===== src/rtl/core/spvu_pkg.sv =====
// ----------------------------------------------------------------------------
// spvu_pkg
// Shared types and constants for the stereo peak vu meter core.
// ----------------------------------------------------------------------------
package spvu_pkg;

  // frame decimation inside a chunk, valid range 1..16
  localparam int DECIMATION = 4;
  localparam int PHASE_W    = (DECIMATION > 1) ? $clog2(DECIMATION) : 1;

  localparam int SAMPLE_W = 16;
  localparam int PEAK_W   = 16;
  localparam int METER_W  = 7;
  localparam int PROD_W   = 22;   // 32768 * 100 fits in 22 bits
  localparam int SUM_W    = 9;    // 3 * 100 + 100 fits in 9 bits

  localparam logic [METER_W-1:0] PERCENT    = 7'd100;
  localparam logic [PEAK_W-1:0]  FULL_SCALE = 16'd32767;

  // frame mode codes
  localparam logic MODE_AUDIO = 1'b0;
  localparam logic MODE_CLEAR = 1'b1;

  typedef struct packed {
    logic                       mode;
    logic signed [SAMPLE_W-1:0] left_sample;
    logic signed [SAMPLE_W-1:0] right_sample;
    logic                       chunk_last;
  } frame_t;

  typedef struct packed {
    logic [METER_W-1:0] meter_left_out;
    logic [METER_W-1:0] meter_right_out;
  } meter_t;

  // per-cycle control shared by both channel lanes
  typedef struct packed {
    logic accept;     // frame transfer this cycle
    logic clear;      // transferred frame is a clear command
    logic last;       // transferred frame ends the chunk
    logic sample_on;  // frame sits on the decimation phase that is sampled
    logic s1_load;    // chunk end or clear enters stage 1
    logic s1_go;      // stage 1 moves to stage 2
    logic s2_go;      // stage 2 retires into the meters
    logic s2_clear;   // retiring item is a clear
  } lane_ctrl_t;

endpackage


===== src/rtl/core/spvu_lane.sv =====
// ----------------------------------------------------------------------------
// spvu_lane
// One channel: magnitude and peak tracking, percent scaling, meter smoothing.
// ----------------------------------------------------------------------------
module spvu_lane (
  input  logic                                 clk,
  input  logic                                 rst,
  input  spvu_pkg::lane_ctrl_t                 ctrl,
  input  logic signed [spvu_pkg::SAMPLE_W-1:0] sample,
  output logic [spvu_pkg::METER_W-1:0]         meter_next
);

  logic [spvu_pkg::PEAK_W-1:0]  raw;
  logic [spvu_pkg::PEAK_W-1:0]  mag;
  logic [spvu_pkg::PEAK_W-1:0]  cand;
  logic [spvu_pkg::PEAK_W-1:0]  peak;
  logic [spvu_pkg::PEAK_W-1:0]  fin;
  logic [spvu_pkg::PROD_W-1:0]  prod;
  logic [spvu_pkg::METER_W-1:0] quo;
  logic [spvu_pkg::PEAK_W-1:0]  rem;
  logic [spvu_pkg::METER_W-1:0] quo_adj;
  logic [spvu_pkg::METER_W-1:0] pct_calc;
  logic [spvu_pkg::METER_W-1:0] pct;
  logic [spvu_pkg::METER_W-1:0] meter;
  logic [spvu_pkg::SUM_W-1:0]   sum;

  // stage 0: magnitude, -32768 maps to 32768
  always_comb begin
    raw  = sample;
    mag  = raw[spvu_pkg::PEAK_W-1] ? (~raw + 16'd1) : raw;
    cand = (ctrl.sample_on && (mag > peak)) ? mag : peak;
  end

  always_ff @(posedge clk) begin
    if (rst) begin
      peak <= '0;
    end else if (ctrl.accept) begin
      if (ctrl.clear || ctrl.last) begin
        peak <= '0;
      end else begin
        peak <= cand;
      end
    end
  end

  always_ff @(posedge clk) begin
    if (ctrl.s1_load) begin
      fin <= cand;
    end
  end

  // stage 1: peak * 100 / 32767, quotient from a shift plus one correction
  always_comb begin
    prod     = {{(spvu_pkg::PROD_W-spvu_pkg::PEAK_W){1'b0}}, fin} * 22'(spvu_pkg::PERCENT);
    quo      = prod[spvu_pkg::PROD_W-1:15];
    rem      = {1'b0, prod[14:0]} + {{(spvu_pkg::PEAK_W-spvu_pkg::METER_W){1'b0}}, quo};
    quo_adj  = (rem >= spvu_pkg::FULL_SCALE) ? (quo + 7'd1) : quo;
    pct_calc = (quo_adj > spvu_pkg::PERCENT) ? spvu_pkg::PERCENT : quo_adj;
  end

  always_ff @(posedge clk) begin
    if (ctrl.s1_go) begin
      pct <= pct_calc;
    end
  end

  // stage 2: (old * 3 + new) / 4
  always_comb begin
    sum        = {1'b0, meter, 1'b0} + {2'b00, meter} + {2'b00, pct};
    meter_next = sum[spvu_pkg::SUM_W-1:2];
  end

  always_ff @(posedge clk) begin
    if (rst) begin
      meter <= '0;
    end else if (ctrl.s2_go) begin
      meter <= ctrl.s2_clear ? '0 : meter_next;
    end
  end

endmodule


===== src/rtl/core/spvu_ctrl.sv =====
// ----------------------------------------------------------------------------
// spvu_ctrl
// Decimation phase, pipeline valid bits and both handshakes.
// ----------------------------------------------------------------------------
module spvu_ctrl (
  input  logic                 clk,
  input  logic                 rst,
  input  logic                 frame_valid,
  input  logic                 frame_mode,
  input  logic                 frame_last,
  input  logic                 meter_stall,
  output logic                 frame_stall,
  output logic                 meter_valid,
  output logic                 out_load,
  output spvu_pkg::lane_ctrl_t lane
);

  logic [spvu_pkg::PHASE_W-1:0] phase;
  logic                         s1_valid;
  logic                         s1_clear;
  logic                         s2_valid;
  logic                         s2_clear;
  logic                         accept;
  logic                         is_clear;
  logic                         s1_load;
  logic                         s1_go;
  logic                         s2_go;
  logic                         s2_ready;
  logic                         out_free;

  always_comb begin
    out_free    = !meter_valid || !meter_stall;
    s2_go       = s2_valid && (s2_clear || out_free);
    s2_ready    = !s2_valid || s2_go;
    s1_go       = s1_valid && s2_ready;
    frame_stall = s1_valid && !s2_ready;
    accept      = frame_valid && !frame_stall;
    is_clear    = (frame_mode == spvu_pkg::MODE_CLEAR);
    // only chunk ends and clears travel down the pipeline
    s1_load     = accept && (is_clear || frame_last);
    out_load    = s2_go && !s2_clear;

    lane.accept    = accept;
    lane.clear     = is_clear;
    lane.last      = frame_last;
    lane.sample_on = (phase == '0);
    lane.s1_load   = s1_load;
    lane.s1_go     = s1_go;
    lane.s2_go     = s2_go;
    lane.s2_clear  = s2_clear;
  end

  always_ff @(posedge clk) begin
    if (rst) begin
      phase <= '0;
    end else if (accept) begin
      if (is_clear || frame_last || (phase == spvu_pkg::PHASE_W'(spvu_pkg::DECIMATION - 1))) begin
        phase <= '0;
      end else begin
        phase <= phase + 1'b1;
      end
    end
  end

  always_ff @(posedge clk) begin
    if (rst) begin
      s1_valid    <= 1'b0;
      s1_clear    <= 1'b0;
      s2_valid    <= 1'b0;
      s2_clear    <= 1'b0;
      meter_valid <= 1'b0;
    end else begin
      if (s1_load) begin
        s1_valid <= 1'b1;
        s1_clear <= is_clear;
      end else if (s1_go) begin
        s1_valid <= 1'b0;
      end

      if (s1_go) begin
        s2_valid <= 1'b1;
        s2_clear <= s1_clear;
      end else if (s2_go) begin
        s2_valid <= 1'b0;
      end

      if (out_load) begin
        meter_valid <= 1'b1;
      end else if (!meter_stall) begin
        meter_valid <= 1'b0;
      end
    end
  end

endmodule


===== src/rtl/core/stereo_peak_vu_meter_core.sv =====
// ----------------------------------------------------------------------------
// stereo_peak_vu_meter_core
// Path: a chunk-ending frame has its peak captured at its transfer, then percent
// scaling and smoothing into the output register, each done when the next stage
// or the output register is free. Throughput: one frame per cycle while
// frame_stall is low, set by the per-channel abs and compare lanes.
// Reset: synchronous; clears peaks, decimation phase, meters and all valid bits.
// ----------------------------------------------------------------------------
module stereo_peak_vu_meter_core (
  input  logic             clk,
  input  logic             rst,
  input  logic             frame_valid,
  output logic             frame_stall,
  input  spvu_pkg::frame_t frame,
  output logic             meter_valid,
  input  logic             meter_stall,
  output spvu_pkg::meter_t meter
);

  spvu_pkg::lane_ctrl_t         lane;
  logic                         out_load;
  logic [spvu_pkg::METER_W-1:0] left_next;
  logic [spvu_pkg::METER_W-1:0] right_next;

  spvu_ctrl u_ctrl (
    .clk         (clk),
    .rst         (rst),
    .frame_valid (frame_valid),
    .frame_mode  (frame.mode),
    .frame_last  (frame.chunk_last),
    .meter_stall (meter_stall),
    .frame_stall (frame_stall),
    .meter_valid (meter_valid),
    .out_load    (out_load),
    .lane        (lane)
  );

  spvu_lane u_left (
    .clk        (clk),
    .rst        (rst),
    .ctrl       (lane),
    .sample     (frame.left_sample),
    .meter_next (left_next)
  );

  spvu_lane u_right (
    .clk        (clk),
    .rst        (rst),
    .ctrl       (lane),
    .sample     (frame.right_sample),
    .meter_next (right_next)
  );

  // merge both lanes into the output register
  always_ff @(posedge clk) begin
    if (out_load) begin
      meter.meter_left_out  <= left_next;
      meter.meter_right_out <= right_next;
    end
  end

  a_meter_range: assert property (@(posedge clk) disable iff (rst)
    meter_valid |-> (meter.meter_left_out <= spvu_pkg::PERCENT) &&
                    (meter.meter_right_out <= spvu_pkg::PERCENT))
    else $error("meter above full scale");

  a_stall_cause: assert property (@(posedge clk) disable iff (rst)
    frame_stall |-> (meter_valid && meter_stall))
    else $error("frame stalled while the output side is free");

  a_load_free: assert property (@(posedge clk) disable iff (rst)
    out_load |-> (!meter_valid || !meter_stall))
    else $error("output register overwritten before transfer");

endmodule


===== config.mk =====
export PLATFORM = sky130hd
export DESIGN_NAME = stereo_peak_vu_meter_core
export DESIGN_NICKNAME = d
export VERILOG_FILES = /design/src/rtl/core/spvu_pkg.sv /design/src/rtl/core/spvu_lane.sv /design/src/rtl/core/spvu_ctrl.sv /design/src/rtl/core/stereo_peak_vu_meter_core.sv
export SDC_FILE = /design/constraint.sdc
export NUM_CORES = 1
export LEC_CHECK = 0
export BUFFER_PORTS_ARGS = -buffer_cell sky130_fd_sc_hd__clkbuf_2
export CELL_PAD_IN_SITES_DETAIL_PLACEMENT = 2
export CELL_PAD_IN_SITES_GLOBAL_PLACEMENT = 2
export CORE_MARGIN = 5
export CORE_UTILIZATION = 44
export CTS_CLUSTER_SIZE = 20
export DETAILED_ROUTE_END_ITERATION = 12
export PLACE_DENSITY_LB_ADDON = 0.3
export SYNTH_ARGS = -nofsm -noshare
export SYNTH_HDL_FRONTEND = slang
export SYNTH_SLANG_ARGS = --single-unit

===== constraint.sdc =====
create_clock -name clk -period 15.7 [get_ports clk]
set_input_delay 2.355 -clock clk [delete_from_list [all_inputs] [get_ports clk]]
set_output_delay 2.355 -clock clk [all_outputs]
set_load 0.02 [all_outputs]

==> impl.org <==
** Placement
- After detailed placement, the design holds a cell count of 1401.
- In this run the cell area measured after placement is 10900 um^2.
- Quantity of I/O buffers inserted on ports :: 53
- Weighted congestion reported at the end of routability-driven placement :: 0.787
- Setup Slack @ Placement :: 8.61 ns
- HPWL reported at the end of detailed placement :: 24000 um

** Setup path
- Kind of end point of the critical path :: flop
- Class of the most critical setup path :: input port to flop
- Sort of element at the start of the critical path :: input port
- Worst endpoint required time :: 15.88 ns
- Peak fanout along the critical path :: 16
- Among cell families on the critical path, the largest total delay comes from simple AND/OR/NAND/NOR gates.
- At the worst endpoint, the arrival time is 7.17 ns.
- Slowest cell delay on critical path :: 0.81 ns
- Together, buffers and inverters on the worst path number 1.
- For this design, the slowest cell found on the critical path is nand2b_1.
- The critical path goes through clkbuf_2 > or4_1 > or4_1 > o41ai_1 > xnor2_1 > ha_1 > nand4_1 > or2_2 > o41ai_1 > nand2b_1 > mux2_2.

** Global route
- The first global-routing pass estimated 56900 um of wire.
- Entering global routing, the biggest net connects 33 pins.
- The via count of the first global-routing pass came to 10.1k.
- Initial antenna violation count :: 1
- Total global routing track utilization :: 27.5%
- For this run the aggregate overflow at the end of global routing stands at 0.

** Yosys
- Synth Cell Area :: 10300 um^2
- Unique masters post-synth :: 79
- A synthesized cell averages 9.87 um^2.
- Synthesis produced a netlist with a net count of 1284.
- The synthesized design contains 113 register bits.
- Counting flops with a built-in enable in the synthesized netlist gives 60.
- The share of the Yosys chip area taken by registers is 27.7%.
- For this run, the number of Yosys warnings is 0.
- Share of async-settable or async-resettable flops after synthesis :: 0%
- Leading register cell type out of synthesis :: edfxtp_1
- Instance count of the mapped netlist :: 1048

** Power and ir drop
- Dividing total power by cell area gives a power density of 162 nW/um^2.
- IR Drop Worst-Case VDD :: 0.0588 mV
- Lkg Pwr :: 5.11 nW
- The design draws 0.00187 W.

** Die
- Total number of placement rows :: 56
- 54 I/O pins were placed.
- The floorplan step defined a die boundary enclosing 26700 um^2.
- Die X-Extent :: 163 um
- Initial core utilization :: 44.3%
- Area inside the core boundary :: 23300 um^2
- The die is 163 um tall.

** Final layout
- Storage element area :: 2860 um^2
- Area of combinational cells with multiple inputs :: 6820 um^2
- Final non-filler cell total :: 1434
- Share of post-route cells with drive strength above 1 :: 13.6%
- Syn-to-layout area delta :: 12.0%
- In the final design database the tool counted 1338 nets.
- Number of filler instances in the final layout :: 2470
- Diodes inserted :: 0
- Post-route cell area :: 11600 um^2

** Clocking
- Worst-case clock buffer depth :: 2
- For the worst-skew pair, the clock arrives at the later sink with an insertion delay of 0.44 ns.
- Clock-pin slew was measured on the worst setup and hold paths at 0.06 ns.
- Buffers inserted to repair hold after CTS numbered 0.
- TritonCTS clock tree :: yes
- Total number of clock tree sinks :: 113
- Number of levels in the clock H-tree :: 4
- Post-CTS repair timing setup buffer count :: 0
- Root cell of the clock tree :: clkbuf_16
- Clock tree synthesis inserted a total of 17 buffers.
- Resized Gates After CTS :: 0

** Routing
- Number of detailed-routing iterations run before antenna repair :: 4
- Detail-routed via count per cell :: 5.90
- Summing over every cut layer, the via total after detailed routing is 8465.
- Iter 0 DRT Violations :: 405
- The routed design has 35400 um of wire.
- In the final routed layout, each cell accounts on average for 24.7 um.
- Number of antenna-violating nets in the routed design :: 0
- Residual DRC :: 0

** STA
- Minimum clock period :: 6.99 ns
- Between clock sinks in the finished design, the worst skew comes to 0.0129 ns.
- Setup repair after global routing left no endpoint under its margin.
- Period utilisation layout :: 44.5%
- Fmax :: 143 MHz
- For the pin with the worst max-slew slack, the measured transition is 1.27 ns.
- Slew margin rel. :: 15.3%
- Max-slew violation count :: 0
- In the final timing run, aggregate negative setup slack is 0 ns.
- The final number of hold-violating endpoints was 0.
- Final setup violation count :: 0
- Smallest setup slack after layout :: 8.71 ns

** Run
- Max capacitance violation total :: 0

** Outcome
- Run status :: finished clean

** Hold path
- Type of the tightest min-delay check :: flop to flop
-- cell usage after synthesis (4+ instances only) --
cell type    n  area share [%]
a22oi_1     11            0.80
mux2_2      32             3.5
edfxtp_1    60              17
inv_1      145             5.3
a31oi_1      5            0.30
or4_1        8            0.58
nand2_1     43             1.6
ha_1       160              19
o21a_1      15             1.1
nor3_1      13            0.63
o21bai_1     8            0.58
dfxtp_1     53              10
o31ai_1      9            0.65
nand4_1     12            0.73
and2_1       4            0.24
fa_1        38             7.4
o21ai_1      4            0.19
nand3_1     22             1.1
or2_2        8            0.48
xor2_1      14             1.2
a21o_1      28             2.0
a21oi_1     55             2.7
buf_2        5            0.24
nand4b_1     4            0.34
clkbuf_1    18            0.65
a211oi_1     7            0.51
nor3b_1      4            0.29
o21ai_0     21             1.0
nor2_1      51             1.9
a32o_1      32             3.1
o41ai_1      7            0.59
nor2b_1      8            0.48
o211ai_1     8            0.58
xnor2_1     55             4.7
and3_1       6            0.36
nand2b_1    13            0.79
-- layer usage --
layer	track usage (%)	part of all wire, %
met1	32.1	41
met2	50.7	53
met3	3.99	3.0
met4	10.4	3.0
met5	0	0.054
-- final timing paths --
check	from	end	slack, ns	cells after the start
worst max-delay path	frame[5]	u_right.fin[10]	8.71	11
worst min-delay path	u_left.peak[10]	u_left.peak[10]	0.50	1
worst max register to register	u_left.fin[8]	u_left.pct[2]	8.77	22
worst min register to register	u_left.peak[10]	u_left.peak[10]	0.50	1
-- final cells by class --
class	count	share of cell area, %
Clock buffer	22	3.83
Inverter	146	4.73
Timing Repair Buffer	60	2.78
Multi-Input combinational cell	764	58.9
Tap cell	319	3.45
Sequential cell	113	24.7
Clock inverter	10	1.59
-- sequential cells by signal (all words and copies together), names as in the netlist --
signal              count
u_left.meter            7
u_right.pct             7
u_left.pct              7
u_ctrl.s1_valid         1
u_right.meter           7
u_right.peak           16
u_ctrl.phase            2
meter                  14
u_ctrl.s1_clear         1
u_left.peak            16
u_ctrl.meter_valid      1
u_ctrl.s2_valid         1
u_right.fin            16
u_ctrl.s2_clear         1
u_left.fin             16
-- placed cells by master, fill, tap and decap left out, drive strengths merged, types with 9 or more instances in the layout --
cell | Yosys | layout
a22oi | 11 | 11
nand2b | 13 | 13
o21a | 15 | 15
nand4 | 12 | 12
o211ai | 10 | 10
xnor2 | 56 | 56
nand2 | 43 | 43
xor2 | 14 | 14
dfxtp | 53 | 53
edfxtp | 60 | 60
fa | 38 | 38
clkbuf | 18 | 75
mux2 | 32 | 32
nand3 | 23 | 23
nor3 | 14 | 14
a21o | 29 | 29
inv | 146 | 146
a32o | 32 | 32
ha | 160 | 160
nor2 | 52 | 52
o21ai | 26 | 26
a21oi | 57 | 57
o31ai | 9 | 9
-- power breakdown --
group	internal (W)	total, W	leakage, nW	switching (W)
clock	0.000282	0.000446	0.298	0.000164
sequential	0.000354	0.000377	1.01	0.0000227
combinational	0.000404	0.00105	3.80	0.000647
total	0.00104	0.00187	5.11	0.000833
-- cells by family (layout without fill, tap and decap cells) --
family                     Yosys count  in the layout  share of synthesized area, %
AOI/OAI and AO/OA                  249            249                          18.4
xor gates and xnor gates            70             70                          6.00
adders and majority gates          199            199                          26.8
buffers and inverters              171            238                          6.41
DFF                                113            113                          27.7
muxes                               35             35                          3.77
and+or+nand+nor                    211            211                          10.9
-- per-stage QoR --
step,util (%),hold slack (ns)
global placement,46.9,0.462
CTS,49.6,0.507
finish,49.6,0.502
floorplan,-,0.432
detailed placement,46.9,0.487
global route,49.6,0.519
Power figures use the tool's default switching activity.
